--- src/hdl/wma_pkg.sv ---
// Shared constants and types for the weighted moving average block.
`timescale 1ns / 1ps

package wma_pkg;

  localparam int unsigned WINDOW_MAX_DEF = 8;

  localparam int unsigned DATA_W   = 32;
  localparam int unsigned USED_W   = 4;
  localparam int unsigned REG_W    = 8;
  localparam int unsigned CFG_IDX_W = 1;

  // Configuration register indexes
  localparam logic [CFG_IDX_W-1:0] REG_WINDOW_LENGTH = 1'b0;
  localparam logic [CFG_IDX_W-1:0] REG_NEWEST_WEIGHT = 1'b1;

  localparam logic [REG_W-1:0] WINDOW_LENGTH_RST = 8'd5;
  localparam logic [REG_W-1:0] NEWEST_WEIGHT_RST = 8'd1;

  // Input function codes
  localparam logic FUNC_SAMPLE = 1'b0;
  localparam logic FUNC_FILL   = 1'b1;

  typedef enum logic [3:0] {
    ST_IDLE,
    ST_FILL,
    ST_SHIFT,
    ST_PUT,
    ST_ADD,
    ST_PREP,
    ST_DIV,
    ST_FIX,
    ST_OUT
  } state_e;

endpackage

--- src/hdl/wma_smp_if.sv ---
// Input channel: sample or fill beats.
`timescale 1ns / 1ps

interface wma_smp_if;
  logic                                 valid;
  logic                                 ready;
  logic                                 func;
  logic signed [wma_pkg::DATA_W-1:0]    sample;

  modport source (output valid, func, sample, input ready);
  modport sink   (input valid, func, sample, output ready);
endinterface

--- src/hdl/wma_res_if.sv ---
// Output channel: weighted mean result beats.
`timescale 1ns / 1ps

interface wma_res_if;
  logic                                 valid;
  logic                                 ready;
  logic signed [wma_pkg::DATA_W-1:0]    mean_value;
  logic        [wma_pkg::USED_W-1:0]    samples_used;

  modport source (output valid, mean_value, samples_used, input ready);
  modport sink   (input valid, mean_value, samples_used, output ready);
endinterface

--- src/hdl/weighted_moving_average.sv ---
// Sample beat: shift, put, add, divide and output steps, used <= WINDOW_MAX.
// A restoring divider over the full accumulator does most of that work; zero divisor: the divide is skipped.
// Fill beat: window entries 0..WINDOW_MAX are all written, one window entry per cycle.
// One item in flight; the next beat is taken while the result still sits in the output register.
// rst_ni is asynchronous, active low: registers back to 5 / 1, fill count and entry valids
// cleared, so every window entry reads zero until written; no clearing pass.
`timescale 1ns / 1ps

module weighted_moving_average #(
  parameter int unsigned WINDOW_MAX = wma_pkg::WINDOW_MAX_DEF
) (
  input  logic                          clk_i,
  input  logic                          rst_ni,
  input  logic                          cfg_we_i,
  input  logic [wma_pkg::CFG_IDX_W-1:0] cfg_idx_i,
  input  logic [wma_pkg::REG_W-1:0]     cfg_data_i,
  wma_smp_if.sink                       smp_i,
  wma_res_if.source                     res_o
);

  localparam int unsigned DATA_W = wma_pkg::DATA_W;
  // Fill count, window index and step counter width (0..WINDOW_MAX)
  localparam int unsigned FC_W   = $clog2(WINDOW_MAX + 1);
  // Divisor = used + weight, at most WINDOW_MAX + 255
  localparam int unsigned DVS_W  = $clog2(WINDOW_MAX + 256);
  // Sum of past entries plus weight*sample stays below (WINDOW_MAX+255)*2^31
  localparam int unsigned ACC_W  = DATA_W + DVS_W;
  localparam int unsigned CNT_W  = $clog2(ACC_W + 1);
  localparam int unsigned DEPTH  = WINDOW_MAX + 1;

  localparam logic [FC_W-1:0] WMAX_C = FC_W'(WINDOW_MAX);

  // ---------------------------------------------------------------------------
  // State
  // ---------------------------------------------------------------------------
  wma_pkg::state_e state_q, state_d;

  logic [wma_pkg::REG_W-1:0] wlen_q;     // window_length
  logic [wma_pkg::REG_W-1:0] wgt_q;      // newest_weight
  logic [FC_W-1:0]           fc_q, fc_d; // fill count

  logic signed [DATA_W-1:0]  x_q, x_d;           // current sample / fill value
  logic [FC_W-1:0]           used_q, used_d;     // past samples in this mean
  logic [FC_W-1:0]           step_q, step_d;     // walk over window entries
  logic signed [ACC_W-1:0]   acc_q, acc_d;       // running sum
  logic signed [ACC_W-1:0]   prod_q, prod_d;     // weight * sample
  logic [DVS_W-1:0]          dvs_q, dvs_d;       // divisor
  logic                      neg_q, neg_d;       // sign of the quotient
  logic [ACC_W-1:0]          dvd_q, dvd_d;       // dividend, shifts into quotient
  logic [DVS_W-1:0]          rem_q, rem_d;       // partial remainder
  logic [CNT_W-1:0]          cnt_q, cnt_d;       // divider bits left
  logic signed [DATA_W-1:0]  mean_q, mean_d;

  // Output register
  logic                          out_valid_q, out_valid_d;
  logic signed [DATA_W-1:0]      out_mean_q, out_mean_d;
  logic [wma_pkg::USED_W-1:0]    out_used_q, out_used_d;

  // Window memory: one write and one registered read per cycle.
  // Per-entry valid bits make never-written entries read as zero.
  logic [DATA_W-1:0]  mem [DEPTH];
  logic [DEPTH-1:0]   vld_q;
  logic [DATA_W-1:0]  rd_data_q;
  logic               rd_vld_q;

  logic               mem_we;
  logic [FC_W-1:0]    mem_wa;
  logic [DATA_W-1:0]  mem_wd;
  logic               mem_re;
  logic [FC_W-1:0]    mem_ra;
  logic [DATA_W-1:0]  rd_word;

  // Fill count update for an accepted sample
  logic [FC_W-1:0]    fc_nxt;

  // Divider step
  logic [DVS_W:0]     rem_sh;
  logic [DVS_W:0]     rem_sub;
  logic               qbit;

  logic signed [8:0]  wgt_s;

  assign rd_word = rd_vld_q ? rd_data_q : '0;
  assign wgt_s   = $signed({1'b0, wgt_q});

  always_comb begin
    if (wlen_q > 8'(fc_q)) begin
      fc_nxt = (fc_q < WMAX_C) ? fc_q + 1'b1 : fc_q;
    end else begin
      // window shrank (or is full at the requested length)
      fc_nxt = FC_W'(wlen_q);
    end
  end

  assign rem_sh  = {rem_q, dvd_q[ACC_W-1]};
  assign rem_sub = rem_sh - {1'b0, dvs_q};
  assign qbit    = (rem_sh >= {1'b0, dvs_q});

  // Handshakes
  assign smp_i.ready        = (state_q == wma_pkg::ST_IDLE);
  assign res_o.valid        = out_valid_q;
  assign res_o.mean_value   = out_mean_q;
  assign res_o.samples_used = out_used_q;

  // ---------------------------------------------------------------------------
  // Sequencer
  // ---------------------------------------------------------------------------
  always_comb begin
    state_d     = state_q;
    fc_d        = fc_q;
    x_d         = x_q;
    used_d      = used_q;
    step_d      = step_q;
    acc_d       = acc_q;
    prod_d      = prod_q;
    dvs_d       = dvs_q;
    neg_d       = neg_q;
    dvd_d       = dvd_q;
    rem_d       = rem_q;
    cnt_d       = cnt_q;
    mean_d      = mean_q;
    out_valid_d = out_valid_q;
    out_mean_d  = out_mean_q;
    out_used_d  = out_used_q;
    mem_we      = 1'b0;
    mem_wa      = '0;
    mem_wd      = x_q;
    mem_re      = 1'b0;
    mem_ra      = '0;

    if (out_valid_q && res_o.ready) begin
      out_valid_d = 1'b0;
    end

    case (state_q)
      wma_pkg::ST_IDLE: begin
        if (smp_i.valid) begin
          x_d    = smp_i.sample;
          step_d = '0;
          acc_d  = '0;
          if (smp_i.func == wma_pkg::FUNC_FILL) begin
            state_d = wma_pkg::ST_FILL;
          end else begin
            fc_d    = fc_nxt;
            used_d  = fc_nxt;
            state_d = wma_pkg::ST_SHIFT;
          end
        end
      end

      // one entry per cycle, count left alone
      wma_pkg::ST_FILL: begin
        mem_we = 1'b1;
        mem_wa = step_q;
        if (step_q == WMAX_C) begin
          mean_d  = x_q;
          used_d  = '0;
          state_d = wma_pkg::ST_OUT;
        end else begin
          step_d = step_q + 1'b1;
        end
      end

      // Read entry step+1 while writing the entry read last cycle one slot down
      wma_pkg::ST_SHIFT: begin
        if (step_q < used_q) begin
          mem_re = 1'b1;
          mem_ra = step_q + 1'b1;
        end
        if (step_q != '0) begin
          mem_we = 1'b1;
          mem_wa = step_q - 1'b1;
          mem_wd = rd_word;
          acc_d  = acc_q + ACC_W'($signed(rd_word));
        end
        if (step_q == used_q) begin
          state_d = wma_pkg::ST_PUT;
        end else begin
          step_d = step_q + 1'b1;
        end
      end

      // newest sample on top of the used part; weight product
      wma_pkg::ST_PUT: begin
        mem_we  = 1'b1;
        mem_wa  = used_q;
        mem_wd  = x_q;
        prod_d  = ACC_W'(wgt_s) * ACC_W'(x_q);
        state_d = wma_pkg::ST_ADD;
      end

      wma_pkg::ST_ADD: begin
        acc_d   = acc_q + prod_q;
        dvs_d   = DVS_W'(used_q) + DVS_W'(wgt_q);
        state_d = wma_pkg::ST_PREP;
      end

      wma_pkg::ST_PREP: begin
        if (dvs_q == '0) begin
          // zero weight and empty window: echo the sample
          mean_d  = x_q;
          state_d = wma_pkg::ST_OUT;
        end else begin
          neg_d   = acc_q[ACC_W-1];
          dvd_d   = acc_q[ACC_W-1] ? ACC_W'(-acc_q) : ACC_W'(acc_q);
          rem_d   = '0;
          cnt_d   = CNT_W'(ACC_W);
          state_d = wma_pkg::ST_DIV;
        end
      end

      // restoring divide, one quotient bit per cycle
      wma_pkg::ST_DIV: begin
        rem_d = qbit ? rem_sub[DVS_W-1:0] : rem_sh[DVS_W-1:0];
        dvd_d = {dvd_q[ACC_W-2:0], qbit};
        cnt_d = cnt_q - 1'b1;
        if (cnt_q == CNT_W'(1)) begin
          state_d = wma_pkg::ST_FIX;
        end
      end

      // truncate toward zero: divide magnitudes, then restore sign
      wma_pkg::ST_FIX: begin
        mean_d  = neg_q ? -$signed(dvd_q[DATA_W-1:0]) : $signed(dvd_q[DATA_W-1:0]);
        state_d = wma_pkg::ST_OUT;
      end

      wma_pkg::ST_OUT: begin
        if (!out_valid_q || res_o.ready) begin
          out_valid_d = 1'b1;
          out_mean_d  = mean_q;
          out_used_d  = wma_pkg::USED_W'(used_q);
          state_d     = wma_pkg::ST_IDLE;
        end
      end

      default: begin
        state_d = wma_pkg::ST_IDLE;
      end
    endcase
  end

  // ---------------------------------------------------------------------------
  // Control registers
  // ---------------------------------------------------------------------------
  always_ff @(posedge clk_i or negedge rst_ni) begin
    if (!rst_ni) begin
      state_q     <= wma_pkg::ST_IDLE;
      wlen_q      <= wma_pkg::WINDOW_LENGTH_RST;
      wgt_q       <= wma_pkg::NEWEST_WEIGHT_RST;
      fc_q        <= '0;
      vld_q       <= '0;
      rd_vld_q    <= 1'b0;
      out_valid_q <= 1'b0;
    end else begin
      state_q     <= state_d;
      fc_q        <= fc_d;
      out_valid_q <= out_valid_d;
      if (mem_we) begin
        vld_q[mem_wa] <= 1'b1;
      end
      if (mem_re) begin
        rd_vld_q <= vld_q[mem_ra];
      end
      if (cfg_we_i) begin
        case (cfg_idx_i)
          wma_pkg::REG_WINDOW_LENGTH: wlen_q <= cfg_data_i;
          wma_pkg::REG_NEWEST_WEIGHT: wgt_q  <= cfg_data_i;
          default: ;
        endcase
      end
    end
  end

  // Datapath registers
  always_ff @(posedge clk_i) begin
    x_q        <= x_d;
    used_q     <= used_d;
    step_q     <= step_d;
    acc_q      <= acc_d;
    prod_q     <= prod_d;
    dvs_q      <= dvs_d;
    neg_q      <= neg_d;
    dvd_q      <= dvd_d;
    rem_q      <= rem_d;
    cnt_q      <= cnt_d;
    mean_q     <= mean_d;
    out_mean_q <= out_mean_d;
    out_used_q <= out_used_d;
  end

  // Window memory
  always_ff @(posedge clk_i) begin
    if (mem_we) begin
      mem[mem_wa] <= mem_wd;
    end
    if (mem_re) begin
      rd_data_q <= mem[mem_ra];
    end
  end

`ifndef SYNTHESIS
  a_fc_bound: assert property (@(posedge clk_i) disable iff (!rst_ni)
    fc_q <= WMAX_C)
    else $error("fill count above window maximum");

  a_div_nonzero: assert property (@(posedge clk_i) disable iff (!rst_ni)
    (state_q == wma_pkg::ST_DIV) |-> (dvs_q != '0))
    else $error("divide with zero divisor");

  a_accept_starts: assert property (@(posedge clk_i) disable iff (!rst_ni)
    (smp_i.valid && smp_i.ready) |=>
      (state_q == wma_pkg::ST_FILL || state_q == wma_pkg::ST_SHIFT))
    else $error("accepted beat did not start work");

  a_step_bound: assert property (@(posedge clk_i) disable iff (!rst_ni)
    (state_q == wma_pkg::ST_SHIFT) |-> (step_q <= used_q && used_q <= WMAX_C))
    else $error("shift walk out of range");
`endif

endmodule
--- src/flat_wrapper.sv ---
// flat-port wrapper written by rule: the top's interface ports become plain ports
module weighted_moving_average_flat 
#(
  parameter int unsigned WINDOW_MAX = wma_pkg::WINDOW_MAX_DEF
)
  (clk_i, rst_ni, cfg_we_i, cfg_idx_i, cfg_data_i, smp_i_valid, smp_i_func, smp_i_sample, smp_i_ready, res_o_valid, res_o_mean_value, res_o_samples_used, res_o_ready);
  wma_smp_if smp_i_i ();
  wma_res_if res_o_i ();
  input  logic clk_i;
  input  logic rst_ni;
  input  logic cfg_we_i;
  input  logic [wma_pkg::CFG_IDX_W-1:0] cfg_idx_i;
  input  logic [wma_pkg::REG_W-1:0] cfg_data_i;
  input wire logic [$bits(smp_i_i.valid)-1:0] smp_i_valid;
  input wire logic [$bits(smp_i_i.func)-1:0] smp_i_func;
  input wire logic [$bits(smp_i_i.sample)-1:0] smp_i_sample;
  output wire logic [$bits(smp_i_i.ready)-1:0] smp_i_ready;
  output wire logic [$bits(res_o_i.valid)-1:0] res_o_valid;
  output wire logic [$bits(res_o_i.mean_value)-1:0] res_o_mean_value;
  output wire logic [$bits(res_o_i.samples_used)-1:0] res_o_samples_used;
  input wire logic [$bits(res_o_i.ready)-1:0] res_o_ready;
  assign smp_i_i.valid = smp_i_valid;
  assign smp_i_i.func = smp_i_func;
  assign smp_i_i.sample = smp_i_sample;
  assign smp_i_ready = smp_i_i.ready;
  assign res_o_valid = res_o_i.valid;
  assign res_o_mean_value = res_o_i.mean_value;
  assign res_o_samples_used = res_o_i.samples_used;
  assign res_o_i.ready = res_o_ready;
  weighted_moving_average #(.WINDOW_MAX(WINDOW_MAX)) u_core (.clk_i(clk_i), .rst_ni(rst_ni), .cfg_we_i(cfg_we_i), .cfg_idx_i(cfg_idx_i), .cfg_data_i(cfg_data_i), .smp_i(smp_i_i), .res_o(res_o_i));
endmodule
--- config.mk ---
export PLATFORM = sky130hd
export DESIGN_NAME = weighted_moving_average_flat
export DESIGN_NICKNAME = d
export VERILOG_FILES = /design/src/hdl/wma_pkg.sv /design/src/hdl/wma_smp_if.sv /design/src/hdl/wma_res_if.sv /design/src/hdl/weighted_moving_average.sv /design/src/flat_wrapper.sv
export SDC_FILE = /design/constraint.sdc
export NUM_CORES = 2
export LEC_CHECK = 0
export ABC_AREA = 1
export BUFFER_PORTS_ARGS = -buffer_cell sky130_fd_sc_hd__clkbuf_2
export CAP_MARGIN = 20
export CORE_MARGIN = 2
export CORE_UTILIZATION = 55
export DETAILED_ROUTE_END_ITERATION = 6
export PLACE_DENSITY_LB_ADDON = 0.08
export SLEW_MARGIN = 20
export SYNTH_ARGS = -nofsm -noshare
export SYNTH_HDL_FRONTEND = slang
export SYNTH_SLANG_ARGS = --single-unit
--- constraint.sdc ---
create_clock -name clk_i -period 5.4 [get_ports clk_i]
set_clock_uncertainty 0.15 [all_clocks]
set_input_delay 0.27 -clock clk_i [delete_from_list [all_inputs] [get_ports clk_i]]
set_output_delay 0.27 -clock clk_i [all_outputs]
set_load 0.005 [all_outputs]
==> results.md <==
* Run status: completed
* Hold violation total from the final report at 0
* Simple-Gate Fraction of Synth Area at 0.2089
* Adder-cell share of the synthesized area at 0.1488
* Number of antenna violations at the first check in global routing at 1
* Accumulated negative setup slack at 0 ps
* Cell at the root of the clock tree: sky130_fd_sc_hd__clkbuf_16
* Synth warn at 0
* List of cells traversed by the critical path: nand2_1, fa_1, inv_1, fa_1, fa_1, inv_1, fa_1, inv_1, ha_1, a21oi_1, o21ai_0, nand2_1, nand3_1, nor2_1, nand3_1, nand2_1, nand2_1
* Syn Nets at approximately 5.0k
* Parity-gate share of the synthesized area counting xor and xnor cells at 0.01939
* First-pass DRT Iterations at 6
* Port-buffer cells at 84
* Cell count of the worst reg-to-reg path at 17
* Critical Path Slowest Stage Cell: sky130_fd_sc_hd__dfstp_4
* Cell type with the highest aggregate area in the netlist: sky130_fd_sc_hd__edfxtp_1
* CTS HTree Levels at 3
* Part of the total power dissipated in the clock network at 0.150
* Shortest period the worst path allows at ~5200 ps
* CP max FO at 19
* Initial Utilization at 0.5560
* Synth Flop Type: sky130_fd_sc_hd__edfxtp_1
* Top delay family on crit path: adder cells
* Routability congestion estimate from global placement at a little under 1
* Initial detailed-routing violation count at around 3.0k
* Worst-path clk slew at around 60 ps
* Storage element area at 18,180 µm²
* Total number of vias at roughly 31k
* GR Util met1 at 0.4250
* Fin. max-slew vios at 0
* Delay of the slowest cell on the worst path at ~770 ps
* Most congested layer reported by global routing: met2
* Pin count of the biggest net entering global routing at between 150 and 200
* Nets at 5,145
* Critical Path End Type: flip-flop
* Fill cell total of the finished layout at between 6k and 7k
* Fraction of final layout cells with drive strength greater than 1 at 0.06978
* Post-synthesis compound-gate area fraction at 0.06888
* Detailed placer's ending HPWL at slightly below 90,000 µm
* Cell Rows at 98
* Signal arrival time at the worst endpoint at about 5400 ps
* Cell with the most instances after synthesis: sky130_fd_sc_hd__nand2_1
* Combined area of all synthesized cells at just under 40,000 µm²
* Die Y-Extent at between 200 and 300 µm
* Sum of buffers and inverters on the critical path at 3
* Internal power of the cells at approximately 16 mW
* Relative contribution of combinational cells to total power at 0.572
* Die Wd at ~270 µm
* Multi-input combinational cell area at 17,850 µm²
* Number of enable flip-flop cells after synthesis at roughly 580
* Depth of the critical timing path with buffers and inverters included at 17
* Clock latency of the later-clocked register in the worst-skew pair at roughly 660 ps
* Hold Path Cell Cnt at 4
* Transition time of the tightest slew-check pin at around 1100 ps
* Number of remaining DRC errors at 0
* Crit path launch type: flip-flop
* Category of the critical setup timing path: flip-flop to flip-flop
* Avg WL per Cell at 20.53 µm
* Maximum vdd ir drop at 0.4438 mV
* Global-route congestion overflow total at 0
* Sequential-to-total area share from yosys stat at 0.4573
* Number of CTS-inserted buffers at between 60 and 70
* Total global-route track usage at 0.3184
* Post-DR vias/cell at about 5.5
* Static power due to leakage at roughly 21 nW
* Count of endpoints failing setup in the final report at 0
* Commonest cells in the netlist: sky130_fd_sc_hd__nand2_1, sky130_fd_sc_hd__inv_1, sky130_fd_sc_hd__edfxtp_1
* Sw frac at 0.4890
* Global routing met2 resource utilization at 0.5262
* Core footprint at 71,490 µm²
* Sink Count at about 610
* Final critical-path share of the clock period at 0.9602
* Gate count of the mapped netlist at 4,618
* Top cells by area in the synthesized netlist: sky130_fd_sc_hd__edfxtp_1, sky130_fd_sc_hd__nand2_1, sky130_fd_sc_hd__fa_1, sky130_fd_sc_hd__inv_1, sky130_fd_sc_hd__ha_1
* Count of boundary I/O pins at 85
* Post-Route WL at 118,100 µm
* Post-synth top area share at 0.4352
* Pwr dens at 720.2 nW/µm²
* Residual antenna-violating net count after detailed routing at 0
* Worst slew slack as a fraction of its limit at 0.2643
* Data required time at the worst endpoint at ~5600 ps
* Distinct cell type count after synthesis at between 40 and 50
* Setup repair after global routing missed its margin: no
* Via count of the first global-routing pass at 30.05k
* Minimum hold slack at around 30 ps
* Full die area at roughly 74,000 µm²
* Relative contribution of sequential cells to total power at 0.278
* Upper clock frequency limit at 192.9 MHz
* HP Class: input pin to flip-flop
* Proportion of synthesized area in mux cells at 0
* Power spent charging and discharging nets at about 16 mW
* CTS tree: built
* Synth async-reset ratio at 0.05728
* Area growth from synthesis to layout at 11.59%
* Global-route wire length before repair at between 150,000 and 200,000 µm
* Count of state elements after synthesis at roughly 600
* Maximum number of buffers from clock root to sink at 3
* Avg Synthesized Cell Area at ~8.6 µm²
* Max-cap violations at 0
* Largest family of logic cells by synthesized area: simple AND/OR/NAND/NOR gates
* Met3 capacity usage during global routing at 0.05404
## worst paths after layout
| check | startpoint | to | slack (ps) |
|---|---|---|---|
| setup / recovery | u_core.wgt_q[0]$_DFFE_PN1P_ | u_core.prod_q[39]$_DFFE_PN_ | 210 |
| max in group asynchronous | rst_ni | u_core.res_o.valid$_DFF_PN0_ | 4550 |
| min in group asynchronous | rst_ni | u_core.wgt_q[6]$_DFFE_PN0P_ | 90 |
| hold reg to reg | u_core.mean_q[11]$_DFFE_PP_ | u_core.res_o.mean_value[11]$_DFFE_PP_ | 260 |
| hold / removal | cfg_we_i | u_core.wlen_q[0]$_DFFE_PN1P_ | 30 |
| setup reg to reg | u_core.wgt_q[0]$_DFFE_PN1P_ | u_core.prod_q[39]$_DFFE_PN_ | 210 |
## timing repair
action / 4_1_cts / 5_1_grt
resized for setup: 0 / 8
endpoints found under the setup margin: 0 / 17
hold buffers: 43 / 0
hold endpoints to repair: 86 / 0
setup buffers: 0 / 5
## state kept, by name, summed over array words and instances, names as in the netlist
| register | cells |
|---|---|
| u_core.acc_q | 41 |
| u_core.prod_q | 41 |
| u_core.res_o.samples_used | 4 |
| u_core.wlen_q | 8 |
| u_core.dvd_q | 41 |
| u_core.rd_data_q | 32 |
| u_core.used_q | 4 |
| u_core.res_o.valid | 1 |
| u_core.rem_q | 9 |
| u_core.dvs_q | 9 |
| u_core.rd_vld_q | 1 |
| u_core.x_q | 32 |
| u_core.state_q | 4 |
| u_core.res_o.mean_value | 32 |
| u_core.fc_q | 4 |
| u_core.neg_q | 1 |
| u_core.cnt_q | 6 |
| u_core.step_q | 4 |
| u_core.vld_q | 9 |
| u_core.mem | 288 |
| u_core.wgt_q | 8 |
| u_core.mean_q | 32 |
## per-layer routing
| layer | vias to the layer above | wire [µm] |
|---|---|---|
| met5 | - | 0 |
| met4 | 0 | 4343 |
| met3 | 215 | 8681 |
| met2 | 1154 | 56210 |
| met1 | 15046 | 48870 |
| li1 | 14949 | - |
## cell usage in the layout (no fill, tap or decap), types with 43 or more instances in the layout
cell type / count
sky130_fd_sc_hd__nand2_1: 1320
sky130_fd_sc_hd__inv_1: 836
sky130_fd_sc_hd__edfxtp_1: 576
sky130_fd_sc_hd__nor2_1: 340
sky130_fd_sc_hd__o21ai_0: 264
sky130_fd_sc_hd__nand3_1: 241
sky130_fd_sc_hd__fa_1: 201
sky130_fd_sc_hd__a21oi_1: 157
sky130_fd_sc_hd__ha_1: 150
sky130_fd_sc_hd__clkbuf_2: 84
sky130_fd_sc_hd__buf_4: 84
sky130_fd_sc_hd__xor2_1: 72
sky130_fd_sc_hd__clkbuf_16: 69
sky130_fd_sc_hd__nand4_1: 50
sky130_fd_sc_hd__dlygate4sd3_1: 43
## area by class of cell
| type | count | area share |
|---|---|---|
| diodes | 2 | 0.0001128 |
| clock buffers | 84 | 0.04065 |
| clock inverters | 42 | 0.01151 |
| inverters | 845 | 0.07151 |
| multi-input cells | 3000 | 0.4025 |
| flip-flops and latches | 611 | 0.4099 |
| well taps | 950 | 0.02680 |
| repair buffers | 219 | 0.03701 |
## power groups by stage
stage          clock network (mW)  logic, mW  registers [mW]
2_1_floorplan                   0       12.4            8.38
3_3_place_gp                    0       17.9            8.93
3_5_place_dp                    0       18.0            8.96
4_1_cts                      4.85       18.1            8.88
5_1_grt                      5.00       20.5            8.98
6_report                     4.79       18.3            8.88
## through the flow
step	setup slack [ps]	instances	total power, mW	instance area, µm²	util
6_report	214.7	5753	31.94	44350	0.6204
3_3_place_gp	34.96	5576	26.80	41520	0.5808
5_1_grt	12.73	5751	34.43	44350	0.6204
3_5_place_dp	60.93	5576	26.96	41520	0.5809
2_1_floorplan	525.1	4618	20.73	39750	-
4_1_cts	12.45	5745	31.86	44270	0.6193
## cell families (layout without fill, tap and decap cells)
family / after synthesis / count (layout)
XOR/XNOR: 88 / 88
adder cells (fa/ha/maj): 352 / 352
AND/OR/NAND/NOR: 2040 / 2040
AO/OA/AOI/OAI: 520 / 520
other: 0 / 2
buffers and inverters: 1007 / 1190
flip-flops: 611 / 611
## worst register-to-register path, cell delays in order (launching register included)
cell                      delay, ps
sky130_fd_sc_hd__dfstp_4        770
sky130_fd_sc_hd__nand2_1        180
sky130_fd_sc_hd__fa_1           660
sky130_fd_sc_hd__inv_1          130
sky130_fd_sc_hd__fa_1           480
sky130_fd_sc_hd__fa_1           550
sky130_fd_sc_hd__inv_1           50
sky130_fd_sc_hd__fa_1           470
sky130_fd_sc_hd__inv_1           40
sky130_fd_sc_hd__ha_1           370
sky130_fd_sc_hd__a21oi_1        240
sky130_fd_sc_hd__o21ai_0        200
sky130_fd_sc_hd__nand2_1        100
sky130_fd_sc_hd__nand3_1        100
sky130_fd_sc_hd__nor2_1         170
sky130_fd_sc_hd__nand3_1         90
sky130_fd_sc_hd__nand2_1         60
sky130_fd_sc_hd__nand2_1         70
Note: power is estimated with default switching activity, not from simulation.
